--- src/rtl/core/assert_macros.svh ---
// assertion helpers shared by the gap buffer rtl
// no dependencies; include guarded
`ifndef ASSERT_MACROS_SVH
`define ASSERT_MACROS_SVH

// same-cycle implication, disabled while reset is asserted
`define GBTS_ASSERT_IMPL(lbl, clk, rstn, ante, cons) \
  lbl: assert property (@(posedge clk) disable iff (!(rstn)) (ante) |-> (cons)) \
    else $error("assertion failed");

// next-cycle implication, disabled while reset is asserted
`define GBTS_ASSERT_NEXT(lbl, clk, rstn, ante, cons) \
  lbl: assert property (@(posedge clk) disable iff (!(rstn)) (ante) |=> (cons)) \
    else $error("assertion failed");

`endif

--- src/rtl/core/gbts_pkg.sv ---
// gbts_pkg: sizes, opcodes, status codes, fsm states and request/result structs
// for the gap buffer text store; no dependencies
`timescale 1ns / 1ps

package gbts_pkg;

  localparam int CAPACITY = 1024;
  localparam int ADDR_W   = $clog2(CAPACITY);
  localparam int LEN_W    = ADDR_W + 1;
  localparam int CP_W     = 21;
  localparam int IDX_W    = 13;
  localparam int DELTA_W  = 12;
  localparam int STAT_W   = 2;
  localparam int OP_W     = 3;

  localparam logic [OP_W-1:0] OP_CLEAR  = 3'd0;
  localparam logic [OP_W-1:0] OP_INSERT = 3'd1;
  localparam logic [OP_W-1:0] OP_MOVE   = 3'd2;
  localparam logic [OP_W-1:0] OP_READ   = 3'd3;
  localparam logic [OP_W-1:0] OP_L2S    = 3'd4;
  localparam logic [OP_W-1:0] OP_S2L    = 3'd5;
  localparam logic [OP_W-1:0] OP_ADJUST = 3'd6;

  localparam logic [STAT_W-1:0] STAT_OK    = 2'd0;
  localparam logic [STAT_W-1:0] STAT_FULL  = 2'd1;
  localparam logic [STAT_W-1:0] STAT_RANGE = 2'd2;

  typedef enum logic [2:0] {
    S_IDLE,
    S_EXEC,
    S_RDWAIT,
    S_MOVE,
    S_RESP
  } state_t;

  typedef struct packed {
    logic [OP_W-1:0]           opcode;
    logic [CP_W-1:0]           codepoint;
    logic [LEN_W-1:0]          logical_index;
    logic [LEN_W-1:0]          buffer_index;
    logic signed [DELTA_W-1:0] delta;
  } req_t;

  typedef struct packed {
    logic [CP_W-1:0]         read_data;
    logic signed [IDX_W-1:0] index_out;
    logic [STAT_W-1:0]       status;
    logic [LEN_W-1:0]        content_length;
    logic [LEN_W-1:0]        gap_position;
  } res_t;

endpackage

--- src/rtl/core/gbts_ctrl.sv ---
// gbts_ctrl: opcode sequencer, gap pointers, index mapping and gap-move copy engine
// depends on gbts_pkg and assert_macros.svh; drives the store ram ports
`timescale 1ns / 1ps
`include "assert_macros.svh"

module gbts_ctrl (
  input  logic                          clk,
  input  logic                          rst_n,
  input  logic                          req_valid,
  output logic                          req_ready,
  input  gbts_pkg::req_t                req,
  output logic                          res_valid,
  input  logic                          res_ready,
  output gbts_pkg::res_t                res,
  output logic                          ram_wr_en,
  output logic [gbts_pkg::ADDR_W-1:0]   ram_wr_addr,
  output logic [gbts_pkg::CP_W-1:0]     ram_wr_data,
  output logic                          ram_rd_en,
  output logic [gbts_pkg::ADDR_W-1:0]   ram_rd_addr,
  input  logic [gbts_pkg::CP_W-1:0]     ram_rd_data
);

  localparam int LW = gbts_pkg::LEN_W;
  localparam int AW = gbts_pkg::ADDR_W;
  localparam int XW = gbts_pkg::IDX_W + 1;
  localparam logic [LW-1:0] CAP_L = LW'(gbts_pkg::CAPACITY);

  gbts_pkg::state_t state_r, state_nxt;
  gbts_pkg::req_t   req_r, req_nxt;

  logic [LW-1:0] front_r, front_nxt;
  logic [LW-1:0] gap_r, gap_nxt;

  logic [gbts_pkg::CP_W-1:0]         res_data_r, res_data_nxt;
  logic signed [gbts_pkg::IDX_W-1:0] res_idx_r, res_idx_nxt;
  logic [gbts_pkg::STAT_W-1:0]       res_stat_r, res_stat_nxt;

  logic [LW-1:0] mv_cnt_r, mv_cnt_nxt;
  logic [AW-1:0] mv_src_r, mv_src_nxt;
  logic [AW-1:0] mv_dst_r, mv_dst_nxt;
  logic          mv_fwd_r, mv_fwd_nxt;
  logic          mv_pend_r, mv_pend_nxt;

  logic [LW-1:0] content_len;
  logic [LW-1:0] gap_end;
  logic [LW-1:0] li;
  logic [LW-1:0] bi;
  logic [LW-1:0] li_phys;
  logic [LW:0]   fg_sum;

  logic signed [XW-1:0] x_s, d_s, gb_s, ge_s, g_s, sum_s, adj_s;

  assign content_len = CAP_L - gap_r;
  assign gap_end     = front_r + gap_r;
  assign fg_sum      = {1'b0, front_r} + {1'b0, gap_r};
  assign li          = req_r.logical_index;
  assign bi          = req_r.buffer_index;
  assign li_phys     = (li < front_r) ? li : li + gap_r;

  // adjust: step a store index by delta, hopping over the gap
  assign x_s   = $signed(XW'(bi));
  assign d_s   = XW'(req_r.delta);
  assign gb_s  = $signed(XW'(front_r));
  assign ge_s  = $signed(XW'(gap_end));
  assign g_s   = $signed(XW'(gap_r));
  assign sum_s = x_s + d_s;

  always_comb begin
    if (x_s >= ge_s) begin
      adj_s = (sum_s < ge_s) ? sum_s - g_s : sum_s;
    end else begin
      adj_s = (sum_s >= gb_s) ? sum_s + g_s : sum_s;
    end
  end

  always_ff @(posedge clk) begin
    if (!rst_n) begin
      state_r   <= gbts_pkg::S_IDLE;
      front_r   <= '0;
      gap_r     <= CAP_L;
      mv_pend_r <= 1'b0;
    end else begin
      state_r   <= state_nxt;
      front_r   <= front_nxt;
      gap_r     <= gap_nxt;
      mv_pend_r <= mv_pend_nxt;
    end
  end

  always_ff @(posedge clk) begin
    req_r      <= req_nxt;
    res_data_r <= res_data_nxt;
    res_idx_r  <= res_idx_nxt;
    res_stat_r <= res_stat_nxt;
    mv_cnt_r   <= mv_cnt_nxt;
    mv_src_r   <= mv_src_nxt;
    mv_dst_r   <= mv_dst_nxt;
    mv_fwd_r   <= mv_fwd_nxt;
  end

  always_comb begin
    state_nxt    = state_r;
    req_nxt      = req_r;
    front_nxt    = front_r;
    gap_nxt      = gap_r;
    res_data_nxt = res_data_r;
    res_idx_nxt  = res_idx_r;
    res_stat_nxt = res_stat_r;
    mv_cnt_nxt   = mv_cnt_r;
    mv_src_nxt   = mv_src_r;
    mv_dst_nxt   = mv_dst_r;
    mv_fwd_nxt   = mv_fwd_r;
    mv_pend_nxt  = 1'b0;
    req_ready    = 1'b0;
    res_valid    = 1'b0;
    ram_wr_en    = 1'b0;
    ram_wr_addr  = '0;
    ram_wr_data  = '0;
    ram_rd_en    = 1'b0;
    ram_rd_addr  = '0;

    unique case (state_r)
      gbts_pkg::S_IDLE: begin
        req_ready = 1'b1;
        if (req_valid) begin
          req_nxt   = req;
          state_nxt = gbts_pkg::S_EXEC;
        end
      end

      gbts_pkg::S_EXEC: begin
        res_data_nxt = '0;
        res_idx_nxt  = '0;
        res_stat_nxt = gbts_pkg::STAT_OK;
        state_nxt    = gbts_pkg::S_RESP;
        unique case (req_r.opcode)
          gbts_pkg::OP_CLEAR: begin
            front_nxt = '0;
            gap_nxt   = CAP_L;
          end
          gbts_pkg::OP_INSERT: begin
            // one slot always stays free
            if (gap_r <= LW'(1)) begin
              res_stat_nxt = gbts_pkg::STAT_FULL;
            end else begin
              ram_wr_en   = 1'b1;
              ram_wr_addr = front_r[AW-1:0];
              ram_wr_data = req_r.codepoint;
              front_nxt   = front_r + LW'(1);
              gap_nxt     = gap_r - LW'(1);
            end
          end
          gbts_pkg::OP_MOVE: begin
            if (li > content_len) begin
              res_stat_nxt = gbts_pkg::STAT_RANGE;
            end else if (li > front_r) begin
              mv_fwd_nxt = 1'b1;
              mv_cnt_nxt = li - front_r;
              mv_src_nxt = gap_end[AW-1:0];
              mv_dst_nxt = front_r[AW-1:0];
              state_nxt  = gbts_pkg::S_MOVE;
            end else if (li < front_r) begin
              mv_fwd_nxt = 1'b0;
              mv_cnt_nxt = front_r - li;
              mv_src_nxt = AW'(front_r - LW'(1));
              mv_dst_nxt = AW'(gap_end - LW'(1));
              state_nxt  = gbts_pkg::S_MOVE;
            end
          end
          gbts_pkg::OP_READ: begin
            if (li >= content_len) begin
              res_stat_nxt = gbts_pkg::STAT_RANGE;
            end else begin
              ram_rd_en   = 1'b1;
              ram_rd_addr = li_phys[AW-1:0];
              state_nxt   = gbts_pkg::S_RDWAIT;
            end
          end
          gbts_pkg::OP_L2S: begin
            if (li > content_len) begin
              res_stat_nxt = gbts_pkg::STAT_RANGE;
            end else begin
              res_idx_nxt = $signed(gbts_pkg::IDX_W'(li_phys));
            end
          end
          gbts_pkg::OP_S2L: begin
            if (bi > CAP_L) begin
              res_stat_nxt = gbts_pkg::STAT_RANGE;
            end else if (bi < front_r) begin
              res_idx_nxt = $signed(gbts_pkg::IDX_W'(bi));
            end else if (bi < gap_end) begin
              res_idx_nxt  = '1;
              res_stat_nxt = gbts_pkg::STAT_RANGE;
            end else begin
              res_idx_nxt = $signed(gbts_pkg::IDX_W'(bi - gap_r));
            end
          end
          gbts_pkg::OP_ADJUST: begin
            if (bi > CAP_L) begin
              res_stat_nxt = gbts_pkg::STAT_RANGE;
            end else begin
              res_idx_nxt = adj_s[gbts_pkg::IDX_W-1:0];
            end
          end
          default: begin
            res_stat_nxt = gbts_pkg::STAT_RANGE;
          end
        endcase
      end

      gbts_pkg::S_RDWAIT: begin
        res_data_nxt = ram_rd_data;
        state_nxt    = gbts_pkg::S_RESP;
      end

      gbts_pkg::S_MOVE: begin
        // reads run ahead of writes, each write landing in the cycle after its read; source and destination
        // never meet in the same cycle, so no forwarding is needed
        if (mv_cnt_r != '0) begin
          ram_rd_en   = 1'b1;
          ram_rd_addr = mv_src_r;
          mv_cnt_nxt  = mv_cnt_r - LW'(1);
          mv_src_nxt  = mv_fwd_r ? mv_src_r + AW'(1) : mv_src_r - AW'(1);
          mv_pend_nxt = 1'b1;
        end
        if (mv_pend_r) begin
          ram_wr_en   = 1'b1;
          ram_wr_addr = mv_dst_r;
          ram_wr_data = ram_rd_data;
          mv_dst_nxt  = mv_fwd_r ? mv_dst_r + AW'(1) : mv_dst_r - AW'(1);
        end
        if ((mv_cnt_r == '0) && mv_pend_r) begin
          front_nxt = li;
          state_nxt = gbts_pkg::S_RESP;
        end
      end

      gbts_pkg::S_RESP: begin
        res_valid = 1'b1;
        if (res_ready) begin
          state_nxt = gbts_pkg::S_IDLE;
        end
      end

      default: begin
        state_nxt = gbts_pkg::S_IDLE;
      end
    endcase
  end

  assign res.read_data      = res_data_r;
  assign res.index_out      = res_idx_r;
  assign res.status         = res_stat_r;
  assign res.content_length = content_len;
  assign res.gap_position   = front_r;

  `GBTS_ASSERT_IMPL(a_gap_fits, clk, rst_n, 1'b1, fg_sum <= {1'b0, CAP_L})
  `GBTS_ASSERT_IMPL(a_gap_nonzero, clk, rst_n, 1'b1, gap_r != '0)
  `GBTS_ASSERT_IMPL(a_wr_busy_only, clk, rst_n, ram_wr_en, state_r != gbts_pkg::S_IDLE)
  `GBTS_ASSERT_NEXT(a_move_ends, clk, rst_n,
                    (state_r == gbts_pkg::S_MOVE) && (mv_cnt_r == '0) && mv_pend_r,
                    front_r == req_r.logical_index)

endmodule

--- config.mk ---
export PLATFORM = sky130hd
export DESIGN_NAME = gbts_ctrl
export DESIGN_NICKNAME = d
export VERILOG_FILES = /design/src/rtl/core/gbts_pkg.sv /design/src/rtl/core/gbts_ctrl.sv
export VERILOG_INCLUDE_DIRS = /design/src /design/src/rtl/core
export SDC_FILE = /design/constraint.sdc
export NUM_CORES = 1
export LEC_CHECK = 0
export ABC_CLOCK_PERIOD_IN_PS = 6250
export BUFFER_PORTS_ARGS = -buffer_cell sky130_fd_sc_hd__buf_2
export CAP_MARGIN = 25
export CORE_MARGIN = 2
export CORE_UTILIZATION = 45
export DETAILED_ROUTE_END_ITERATION = 8
export GPL_ROUTABILITY_DRIVEN = 0
export PLACE_DENSITY_LB_ADDON = 0.15
export SETUP_SLACK_MARGIN = 0.3
export SLEW_MARGIN = 5
export SYNTH_ARGS = -nofsm -noshare
export SYNTH_HDL_FRONTEND = slang
export SYNTH_SLANG_ARGS = --single-unit
--- constraint.sdc ---
create_clock -name clk -period 6.25 [get_ports clk]
set_input_delay 0 -clock clk [delete_from_list [all_inputs] [get_ports clk]]
set_output_delay 0 -clock clk [all_outputs]
set_load 0.02 [all_outputs]
==> impl_metrics.yaml <==
outcome:
  outcome: "completed"
yosys:
  syn-cell-area_um2: 13100
  postSynthRegisterBits: 152
  netlist-cell-type-count: 80
  postSynthAreaPerCell_um2: 9.16
  ys_dominant_reg_cell: "edfxtp_1"
  yosys.area.top_type: "edfxtp_1"
  proportion_of_synthesized_chip_area_in_sequential_cells_pct: 32.9
  postSynthCellCount: 1430
  synth.yosys.warnings: 0
  synth.top_cell.area_share_pct: 28.9
  mappedNetlistNets: 1683
  async_flop_share_pct: 0
  synth_edf_count: 126
  netlist_top_cells_area: "edfxtp_1 (29%), ha_1 (15%), xnor2_1 (4.8%)"
setup_path:
  worst_ep_required_time_ns: 6.54
  worst-path-max-fanout: 12
  startpoint_type: "flip-flop"
  crit_path_start: "gap_r[0]$_SDFFE_PN0P_"
  stage_delay_of_the_slowest_cell_on_the_critical_path_ns: 0.69
  reg2reg_slack_ns: 0.74
  worst_r2r_endpoint: "res_idx_r[8]$_DFFE_PP_"
  nature_of_the_critical_path_endpoint: "flip-flop"
  timing.rr.start: "gap_r[0]$_SDFFE_PN0P_"
  path_class: "flip-flop to flip-flop"
  worstRegToRegCells: 18
  crit_path_cell_trace: "ha_1, fa_1, a21o_1, a211o_1, a2111o_1, a31o_2, a21oi_1, xnor2_1, ha_1, and4_1, o211ai_1, a21oi_1, nor2_1, o22ai_1, or2_1, nor2_1, or4b_1, o221ai_1"
  cpMaxStageDelayCell: "o22ai_1"
  arrival_ns: 5.81
worst_hold_path:
  hold_path_depth: 5
  hold_path_end: "state_r[1]$_SDFFE_PN0P_"
  worstHoldPathType: "primary input to flip-flop"
  timing.hold.worst.start: "req_valid"
power_and_ir_drop:
  p_comb_share_pct: 58.6
  proportion_of_total_power_due_to_net_switching_pct: 47.7
  cellLeakagePower_nw: 6.70
  p_sw_mw: 3.24
  irDropWorstVdd_v: 0.000248
  share_clk_of_total_power_pct: 16.7
  total_power_mw: 6.79
  seqPwrFrac_pct: 24.7
  power.density_nw_per_um2: 429
  intPower_mw: 3.55
final_layout:
  register_area_um2: 4300
  layout.nets: 1925
  final_cell_area_um2: 15800
  fill_cells: 2636
  layout-drive-gt1-share_pct: 15.3
  multi_input_comb_area_um2: 8210
  antenna_diode_count: 0
  mostFrequentLayoutCells: "buf_2 (185), ha_1 (160), edfxtp_1 (126)"
  synthToLayoutAreaGrowth_pct: 20.9
  final-instance-count-excl-fill: 2069
  layout.core_utilization_pct: 55.2
  layout.cells.most_common: "buf_2"
route:
  postRouteAntennaNets: 0
  post_drt_wl_per_cell_um: 21.1
  drtPass1Iterations: 5
  routed-via-count: 12200
  drtIter0Drc: 1057
  wirelength_mm: 43.6
  vias_per_cell: 5.92
  drc: 0
sta:
  finalCritPeriodShare_pct: 88.2
  rsz0062_at_grt: "no"
  worst-slew-pin-transition_ns: 1.06
  max_slew_margin_pct: 29.2
  slew_violations: 0
  timing.clock.skew_ns: 0.0220
  clock.fmax_mhz: 181
  timing.setup.tns_ns: 0
  setup-violations-final: 0
  timing_hold_violations_final: 0
  finalCriticalPeriod_ns: 5.51
floorplanning:
  dieWidth_um: 175
  floorplan.initialDensity_pct: 45.6
  die_area_um2: 30500
  core_region_area_um2: 28700
  row_count: 62
  die_h_um: 175
  pin_count: 186
clocking:
  cts.root.buffer_cell: "clkbuf_16"
  clk_path_buf_depth: 2
  cts_tree: "done"
  cts_setup_buffers: 0
  tritoncts.num_buffers: 17
  insertion_delay_ns: 0.46
  clk_slew_on_worst_s_h_paths_ns: 0.08
  htree_levels: 4
  clkSinkCount: 152
grt:
  overflow: 0
  grt_antenna_before_repair: 0
  pin_count_of_the_biggest_net_entering_global_routing: 44
  grt_pass1_vias: 11700
  grt_usage_pct: 28.4
  first_pass_grt_wire_length_mm: 66.2
placed_design:
  place.port_buffers: 185
  detailedPlacementHpwl_mm: 32.5
  place.detailed.instances: 1956
  detailed_place.area_um2: 14400
job:
  maxCapViolCount: 0
[synthesized netlist by cell type, types with 10 or more instances]
| library cell | number |
|---|---|
| clkbuf_1 | 48 |
| ha_1 | 160 |
| nand2b_1 | 11 |
| dfxtp_1 | 26 |
| a22o_1 | 33 |
| and2_1 | 35 |
| xor2_1 | 27 |
| o21ai_0 | 85 |
| a21oi_1 | 96 |
| nand3_1 | 27 |
| xnor2_1 | 72 |
| o211ai_1 | 31 |
| nor2_1 | 107 |
| inv_1 | 97 |
| o221ai_1 | 11 |
| fa_1 | 10 |
| o21bai_1 | 10 |
| nand2_1 | 96 |
| nand4_1 | 12 |
| mux2i_1 | 14 |
| o22ai_1 | 10 |
| a21o_1 | 21 |
| edfxtp_1 | 126 |
| o21a_1 | 16 |
| nor2b_1 | 32 |
| a211oi_1 | 12 |
| nor3_1 | 37 |
| nor4_1 | 11 |
[critical path, delay by kind of cell, from the launching register on]
family / cells / cell delay, ns
simple gates: 5 / 1.33
flops: 1 / 0.46
fa+ha+maj: 3 / 1.03
xor+xnor: 1 / 0.12
compound gates: 9 / 2.40
[power groups by stage]
stage	Clock [mW]	Combinational (mW)	Sequential (mW)
2_1_floorplan	0	2.68	1.74
3_3_place_gp	0	3.83	1.69
3_5_place_dp	0	3.87	1.69
4_1_cts	1.14	3.93	1.67
5_1_grt	1.19	4.36	1.70
6_report	1.13	3.98	1.68
[layer usage]
| layer | share of wire [%] | global-route usage, % | vias to the layer above |
|---|---|---|---|
| met1 | 43 | 36.9 | 5865 |
| li1 | - | - | 5771 |
| met3 | 6.3 | 4.37 | 104 |
| met2 | 46 | 46.1 | 505 |
| met5 | 0 | 0 | - |
| met4 | 4.8 | 14.5 | 0 |
[stage by stage]
step | hold slack (ns) | setup slack (ns)
after floorplan | 0.0989 | 1.66
after global placement | 0.176 | 0.972
after detailed placement | 0.178 | 0.826
after CTS | 0.0202 | 0.804
after global routing | 0.0625 | 0.398
final | 0.0429 | 0.739
[cell type report]
| type | instances | area share (%) |
|---|---|---|
| timing repair buffer | 282 | 11.7 |
| sequential | 152 | 27.2 |
| clock buffer | 17 | 2.69 |
| tap | 384 | 3.03 |
| clock inverter | 15 | 1.25 |
| inverter | 97 | 2.30 |
| multi-input combinational | 1122 | 51.8 |
[worst max path at each step]
stage | slack, ns | to
final | 0.74 | res_idx_r[8]$_DFFE_PP_
after detailed placement | 0.83 | res_idx_r[8]$_DFFE_PP_
after global placement | 0.97 | res_idx_r[8]$_DFFE_PP_
after global routing | 0.40 | res_idx_r[8]$_DFFE_PP_
after CTS | 0.80 | res_idx_r[8]$_DFFE_PP_
after floorplan | 1.66 | res_idx_r[7]$_DFFE_PP_
[kinds of logic after synthesis]
family / count (synthesis) / synth area share, %
mux: 16 / 1.24
xor+xnor: 100 / 6.75
fa+ha+maj: 170 / 16.8
simple gates: 417 / 16.0
buf+inv: 156 / 4.59
flops: 152 / 32.9
compound gates: 419 / 21.7
[sequential cells by signal (all words and copies together), names as in the netlist]
signal and flops:
front_r 11, state_r 3, mv_pend_r 1, d_s 12, mv_cnt_r 11, res_stat_r 2
mv_src_r 10, res_data_r 21, req_r 24, bi 11, mv_fwd_r 1, gap_r 11
li 11, res_idx_r 13, mv_dst_r 10
[repair_timing]
item / CTS / global route
gates resized for setup: 0 / 0
endpoints found under the hold margin: 81 / 0
hold buffers: 81 / 0
(Power assumes the default switching activity.)
